$ cat config.mk
export PLATFORM = sky130hd
export DESIGN_NAME = reference_trim_tracker
export DESIGN_NICKNAME = d
export VERILOG_FILES = /design/src/sv/rtt_pkg.sv /design/src/sv/reference_trim_tracker.sv
export SDC_FILE = /design/constraint.sdc
export NUM_CORES = 1
export LEC_CHECK = 0
export BUFFER_PORTS_ARGS = -buffer_cell sky130_fd_sc_hd__buf_2
export CORE_UTILIZATION = 55
export DETAILED_ROUTE_END_ITERATION = 10
export GPL_TIMING_DRIVEN = 0
export PLACE_DENSITY_LB_ADDON = 0.08
export SYNTH_ARGS = -nofsm -noshare
export SYNTH_HDL_FRONTEND = slang
export SYNTH_SLANG_ARGS = --single-unit
$ cat constraint.sdc
create_clock -name aclk -period 20 [get_ports aclk]
set_clock_uncertainty 0.15 [all_clocks]
set_input_delay 4 -clock aclk [delete_from_list [all_inputs] [get_ports aclk]]
set_output_delay 4 -clock aclk [all_outputs]
set_load 0.02 [all_outputs]
$ cat src/sv/rtt_pkg.sv
// Package for the reference trim tracker: command codes, code-field constants,
// band limits and the reciprocal constants for the start mapping.
// No dependencies.
package rtt_pkg;

    // command carried in the input word
    typedef enum logic {
        CMD_START = 1'b0,
        CMD_MEAS  = 1'b1
    } cmd_t;

    // trim code layout: bit 7 = below midpoint, 6..3 coarse, 2..0 fine
    localparam int unsigned CODE_W   = 8;
    localparam int unsigned LEVEL_W  = 14;
    localparam int unsigned MEAS_W   = 16;

    localparam logic [CODE_W-1:0] CODE_NEG_ZERO = 8'h80;
    localparam logic [CODE_W-1:0] CODE_COARSE_STEP = 8'h08;
    localparam logic [2:0]        FINE_MAX = 3'h7;

    // band limits in 0.1 mV units
    localparam logic [LEVEL_W-1:0] LVL_HIGH_BAND = 14'd5500;
    localparam logic [LEVEL_W-1:0] LVL_LOW_BAND  = 14'd4500;
    localparam logic [LEVEL_W-1:0] LVL_MID       = 14'd5000;

    // coarse bands start at this coarse index
    localparam logic [4:0] COARSE_OFFSET = 5'd10;

    // reciprocals: floor(d/500) = (d*RECIP_500) >> SHIFT_500, exact for 14-bit d
    localparam int unsigned  SHIFT_500 = 23;
    localparam logic [14:0]  RECIP_500 = 15'd16778;
    // floor(d/50) = (d*RECIP_50) >> SHIFT_50, exact for 14-bit d
    localparam int unsigned  SHIFT_50  = 19;
    localparam logic [13:0]  RECIP_50  = 14'd10486;

endpackage

$ cat src/sv/reference_trim_tracker.sv
// Reference trim tracker: start mapping, up/down code stepping and reversal detect.
// Depends on rtt_pkg.
// Output: a result word is registered and appears in the cycle after its input word is accepted.
// Throughput: one word per cycle; s_tready is low only while a result is held
// and m_tready is low. The datapath is one reciprocal multiply or one compare
// and code step between the tracker state and the result register.
// Reset: aresetn, synchronous and active low, clears all tracker state and m_tvalid.
module reference_trim_tracker (
    input  logic        aclk,
    input  logic        aresetn,
    input  logic        s_tvalid,
    output logic        s_tready,
    input  logic [31:0] s_tdata,   // target_level[13:0], measured_level[29:14], zero fill
    input  logic [1:0]  s_tuser,   // cmd[0], channel_sel[1]
    output logic        m_tvalid,
    input  logic        m_tready,
    output logic [23:0] m_tdata,   // trim_code[7:0], final_level[23:8]
    output logic [1:0]  m_tuser,   // code_written[0], ref_channel[1]
    output logic        m_tlast    // finished
);
    import rtt_pkg::*;

    // tracker state
    logic [CODE_W-1:0]  applied_code_reg, applied_code_next;
    logic [LEVEL_W-1:0] goal_level_reg, goal_level_next;
    logic               was_high_reg, was_high_next;
    logic               was_low_reg, was_low_next;
    logic               active_channel_reg, active_channel_next;
    logic               running_reg, running_next;

    // result register
    logic               out_valid_reg;
    logic [CODE_W-1:0]  out_code_reg, out_code_next;
    logic               out_written_reg, out_written_next;
    logic               out_channel_reg, out_channel_next;
    logic               out_finished_reg, out_finished_next;
    logic [MEAS_W-1:0]  out_final_reg, out_final_next;

    logic               in_accept;
    cmd_t               in_cmd;
    logic               in_chan;
    logic [LEVEL_W-1:0] in_target;
    logic [MEAS_W-1:0]  in_meas;

    // start mapping
    logic               band_coarse;
    logic               band_neg;
    logic [LEVEL_W-1:0] band_diff;
    logic [28:0]        prod_500;
    logic [27:0]        prod_50;
    logic [4:0]         coarse_idx;
    logic [CODE_W-1:0]  start_code;

    // stepping
    logic               meas_high;
    logic [2:0]         fine_up, fine_dn;
    logic [CODE_W-1:0]  base_up, base_dn;
    logic [CODE_W-1:0]  code_up, code_dn, step_code;
    logic               reversal;

    assign s_tready  = !out_valid_reg || m_tready;
    assign in_accept = s_tvalid && s_tready;
    assign in_cmd    = cmd_t'(s_tuser[0]);
    assign in_chan   = s_tuser[1];
    assign in_target = s_tdata[13:0];
    assign in_meas   = s_tdata[29:14];

    // pick the band and the distance from its edge
    always_comb begin
        priority if (in_target > LVL_HIGH_BAND) begin
            band_coarse = 1'b1;
            band_neg    = 1'b0;
            band_diff   = in_target - LVL_HIGH_BAND;
        end else if (in_target < LVL_LOW_BAND) begin
            band_coarse = 1'b1;
            band_neg    = 1'b1;
            band_diff   = LVL_LOW_BAND - in_target;
        end else if (in_target >= LVL_MID) begin
            band_coarse = 1'b0;
            band_neg    = 1'b0;
            band_diff   = in_target - LVL_MID;
        end else begin
            band_coarse = 1'b0;
            band_neg    = 1'b1;
            band_diff   = LVL_MID - in_target;
        end
    end

    // divide by 500 or 50 through reciprocal multiplies, keep index mod 32
    assign prod_500 = {15'd0, band_diff} * {14'd0, RECIP_500};
    assign prod_50  = {14'd0, band_diff} * {14'd0, RECIP_50};

    always_comb begin
        if (band_coarse) begin
            coarse_idx = prod_500[SHIFT_500 +: 5] + COARSE_OFFSET;
        end else begin
            coarse_idx = prod_50[SHIFT_50 +: 5];
        end
        start_code = {coarse_idx[4] ^ band_neg, coarse_idx[3:0], 3'b000};
    end

    // step up: fine wraps into the coarse part following the sign
    always_comb begin
        fine_up = applied_code_reg[2:0] + 3'd1;
        base_up = {applied_code_reg[7:3], 3'b000};
        if (fine_up != 3'd0) begin
            code_up = {applied_code_reg[7:3], fine_up};
        end else if (base_up == CODE_NEG_ZERO) begin
            code_up = '0;
        end else if (!base_up[7]) begin
            code_up = base_up + CODE_COARSE_STEP;
        end else begin
            code_up = base_up - CODE_COARSE_STEP;
        end
    end

    // step down: fine borrow moves the coarse part the other way
    always_comb begin
        fine_dn = applied_code_reg[2:0] - 3'd1;
        base_dn = {applied_code_reg[7:3], fine_dn};
        if (fine_dn != FINE_MAX) begin
            code_dn = base_dn;
        end else if (!base_dn[7]) begin
            code_dn = base_dn - CODE_COARSE_STEP;
        end else begin
            code_dn = base_dn + CODE_COARSE_STEP;
        end
    end

    assign meas_high = {2'b00, goal_level_reg} < in_meas;
    assign step_code = meas_high ? code_dn : code_up;
    assign reversal  = (meas_high && was_low_reg) || (!meas_high && was_high_reg);

    // next state and result for the word at the input
    always_comb begin
        applied_code_next   = applied_code_reg;
        goal_level_next     = goal_level_reg;
        was_high_next       = was_high_reg;
        was_low_next        = was_low_reg;
        active_channel_next = active_channel_reg;
        running_next        = running_reg;
        out_written_next    = 1'b0;
        out_finished_next   = 1'b0;
        out_final_next      = '0;
        unique case (in_cmd)
            CMD_START: begin
                applied_code_next   = start_code;
                goal_level_next     = in_target;
                active_channel_next = in_chan;
                was_high_next       = 1'b0;
                was_low_next        = 1'b0;
                running_next        = 1'b1;
                out_written_next    = 1'b1;
            end
            CMD_MEAS: begin
                if (running_reg) begin
                    if (reversal) begin
                        out_finished_next = 1'b1;
                        out_final_next    = in_meas;
                        running_next      = 1'b0;
                    end else begin
                        applied_code_next = step_code;
                        was_high_next     = meas_high;
                        was_low_next      = !meas_high;
                        out_written_next  = 1'b1;
                    end
                end
            end
            default: begin
                running_next = running_reg;
            end
        endcase
        out_code_next    = applied_code_next;
        out_channel_next = active_channel_next;
    end

    // control state
    always_ff @(posedge aclk) begin
        if (!aresetn) begin
            applied_code_reg   <= '0;
            goal_level_reg     <= '0;
            was_high_reg       <= 1'b0;
            was_low_reg        <= 1'b0;
            active_channel_reg <= 1'b0;
            running_reg        <= 1'b0;
            out_valid_reg      <= 1'b0;
        end else begin
            if (in_accept) begin
                applied_code_reg   <= applied_code_next;
                goal_level_reg     <= goal_level_next;
                was_high_reg       <= was_high_next;
                was_low_reg        <= was_low_next;
                active_channel_reg <= active_channel_next;
                running_reg        <= running_next;
                out_valid_reg      <= 1'b1;
            end else if (m_tready) begin
                out_valid_reg <= 1'b0;
            end
        end
    end

    // result payload
    always_ff @(posedge aclk) begin
        if (in_accept) begin
            out_code_reg     <= out_code_next;
            out_written_reg  <= out_written_next;
            out_channel_reg  <= out_channel_next;
            out_finished_reg <= out_finished_next;
            out_final_reg    <= out_final_next;
        end
    end

    assign m_tvalid = out_valid_reg;
    assign m_tdata  = {out_final_reg, out_code_reg};
    assign m_tuser  = {out_channel_reg, out_written_reg};
    assign m_tlast  = out_finished_reg;

`ifndef NO_ASSERTIONS
    // a run never ends with a code write
    a_done_no_write: assert property (@(posedge aclk) disable iff (!aresetn)
        (m_tvalid && m_tlast) |-> !m_tuser[0])
        else $error("finished word also reports a code write");

    // final level is zero unless the run ended
    a_final_zero: assert property (@(posedge aclk) disable iff (!aresetn)
        (m_tvalid && !m_tlast) |-> (m_tdata[23:8] == '0))
        else $error("final level set on a word that did not end the run");

    // an accepted start yields a written code and a running tracker
    a_start_runs: assert property (@(posedge aclk) disable iff (!aresetn)
        (in_accept && (in_cmd == CMD_START)) |=> (m_tvalid && m_tuser[0] && running_reg))
        else $error("start word did not arm the tracker");

    // direction history is never both high and low
    a_dir_excl: assert property (@(posedge aclk) disable iff (!aresetn)
        !(was_high_reg && was_low_reg))
        else $error("direction history holds both directions");
`endif

endmodule

==> reports/qor.txt <==
post-synthesis sequential area ratio - 13.9%
# hold bufs at CTS - 0
Clk Latency, worst-skew pair - 0.29 ns
vias in the first global route - 7406
Setup crit start - s_tdata[0]
Crit-path slowest cell - xor2_1
Max Clk Rate - 0.0783 GHz
most used cell, CP - ha_1
Largest register FFs - 16
worst-margin pin slew - 1.34 ns
Final Setup Violations - 0
synthesized area per cell - 8.86 um2
kind of critical path - in -> reg
crit path time final - 12.77 ns
CP peak stage delay - 0.80 ns
Global Route Usage Sum - 25.3%
Syn Inst Count - 1096
hpwl dp - 18.5 mm
grt ovf - 0
Vert. Die Dim - 135 um
crit share post-route - 63.9%
die area - 18200 um2
Initial Util - 56.2%
vias - 7776
core box area - 17300 um2
path depth of the worst reg2reg path - 11
DIE WIDTH - 135 um
flops & latches, synth - 54
Layout fillers - 1597
diode count - 0
largest buffer count on any clock path - 2
share of layout cells above drive strength 1 - 10.1%
first drt pass iteration count - 5
first-pass GRT wire length - 36.3 mm
Yosys warnings - 0
FP Rows - 48
initial DRC count - 417
worst hold path type - reg -> reg
Top FF cell, synth - edfxtp_1
Clock Sinks - 54
top cells by area, synth - ha_1, fa_1, edfxtp_1
Crit Reg-Reg Endpoint - out_code_reg[7]$_DFFE_PP_
setup TNS - 0 ns
Buffers on Ports - 62
largest fanout on the critical path - 12
post-cts resize count - 0
R2R Path Start - goal_level_reg[13]$_SDFFE_PN0P_
DRC - 0
nets@finish - 1482
RSZ-0062 raised after global routing - no
clk slew on worst S/H paths - 0.07 ns
status - finished clean
CTS tree - built
crit start category - input port
CTS buffer count - 5
crit path DAT - 12.79 ns
Critical Path Sink Type - flip-flop
hold endpoint - goal_level_reg[8]$_SDFFE_PN0P_
R2R Setup Slk - 16.42 ns
Post-synth EDFFs - 27
Slew HR - 10.5%
clk root buf - clkbuf_16
htree depth - 2
Pins Over Slew Limit - 0
initial antenna violation count - 0
vias per cell - 5.58
largest net degree at the start of global routing - 37
GP Congestion - 0.920
HP Start - goal_level_reg[8]$_SDFFE_PN0P_
Syn Nets - 1411
final wirelength - 22.4 mm
Netlist Area Pre-Place - 9720 um2
worst endpoint required time - 20.02 ns
Hold Path Stages - 2
Synth cell types - 93
Yosys top cell area share - 25.4%
Synth area leader - ha_1
final hold vios - 0
postcts setup bufs - 0
Async SR Flop Fraction - 0%
I/O Pins - 67
number of max-cap violations - 0
P&R area growth vs syn - 7.79%
post-route ant nets - 0
Avg WL per Cell - 16.1 um
==> cell usage after synthesis (all sizes together), types with 4 or more instances <==
cell / n
inv: 215
ha: 197
nand2: 84
fa: 80
a21oi: 51
nor2: 51
o21ai: 43
dfxtp: 27
edfxtp: 27
nor3: 24
clkbuf: 22
a21boi: 21
xnor2: 20
xor2: 16
nand3: 15
a21o: 14
and2: 14
buf: 14
nand4: 10
a211oi: 8
a31oi: 8
mux2i: 8
nand2b: 8
nor2b: 8
o211ai: 8
and3: 7
o21a: 6
nor3b: 5
nor4: 5
o21bai: 5
a211o: 4
a221oi: 4
and4: 4
o32ai: 4
o41ai: 4
==> how the worst max path moves through the flow <==
stage	end	slack [ns]	cells after the start
after floorplan	out_code_reg[6]$_DFFE_PP_	8.55	31
after global placement	out_code_reg[6]$_DFFE_PP_	6.28	27
after detailed placement	out_code_reg[6]$_DFFE_PP_	7.04	31
after CTS	out_code_reg[6]$_DFFE_PP_	7.29	31
after global routing	out_code_reg[6]$_DFFE_PP_	6.74	31
final	out_code_reg[6]$_DFFE_PP_	7.23	31
==> cells in the final DEF, fill, tap and decap left out, types with 20 or more instances in the layout <==
cell type / netlist / layout
inv_1: 215 / 215
dfxtp_1: 27 / 27
fa_1: 80 / 80
a21oi_1: 49 / 49
buf_2: 7 / 69
a21boi_0: 20 / 20
edfxtp_1: 27 / 27
o21ai_0: 37 / 36
nor3_1: 24 / 23
ha_1: 197 / 197
nor2_1: 49 / 49
clkbuf_1: 22 / 21
nand2_1: 84 / 84
==> layer usage <==
| metal | up-vias | wire, um | global-route usage, % |
|---|---|---|---|
| li1 | 3882 | - | - |
| met5 | - | 0 | 0 |
| met2 | 189 | 11500 | 47.7 |
| met1 | 3683 | 9660 | 31.5 |
| met4 | 0 | 371 | 5.87 |
| met3 | 22 | 873 | 1.50 |
==> worst max-delay path, delay by kind of cell <==
family,cells,cell delay (ns)
adder cells (fa/ha/maj),9,3.18
AO/OA/AOI/OAI,6,1.84
AND/OR/NAND/NOR,8,1.40
XOR/XNOR,3,1.35
buffers and inverters,5,0.95
==> cells by family after synthesis <==
logic type	Yosys count	share of synthesized area, %
fa+ha+maj	277	41.9
compound gates	219	16.5
buf+inv	251	10.1
flops	54	13.9
simple gates	249	12.9
mux	9	0.940
xor+xnor	37	3.76
==> per-stage QoR <==
stage | area (um2) | hold slack (ns) | setup slack [ns] | util [%] | std cells
2_1_floorplan | 9720 | 0.290 | 8.55 | - | 1096
3_3_place_gp | 10300 | 0.300 | 6.28 | 59.6 | 1383
3_5_place_dp | 10300 | 0.314 | 7.04 | 59.8 | 1385
4_1_cts | 10500 | 0.323 | 7.29 | 60.5 | 1393
5_1_grt | 10500 | 0.344 | 6.74 | 60.5 | 1393
6_report | 10500 | 0.318 | 7.23 | 60.5 | 1393
==> area by class of cell <==
type	instances	area, um2	area share [%]
Clock buffer	5	125	1.19
Clock inverter	3	11.3	0.108
Timing Repair Buffer	64	325	3.11
Inverter	215	807	7.71
Multi-Input combinational cell	791	7390	70.6
Tap cell	225	282	2.69
Sequential cell	54	1350	12.9
Buffer	36	179	1.71
Power is left out: the tool's default activity adds up to more than one toggle a clock period on the data nets, which glitch-free logic cannot reach.
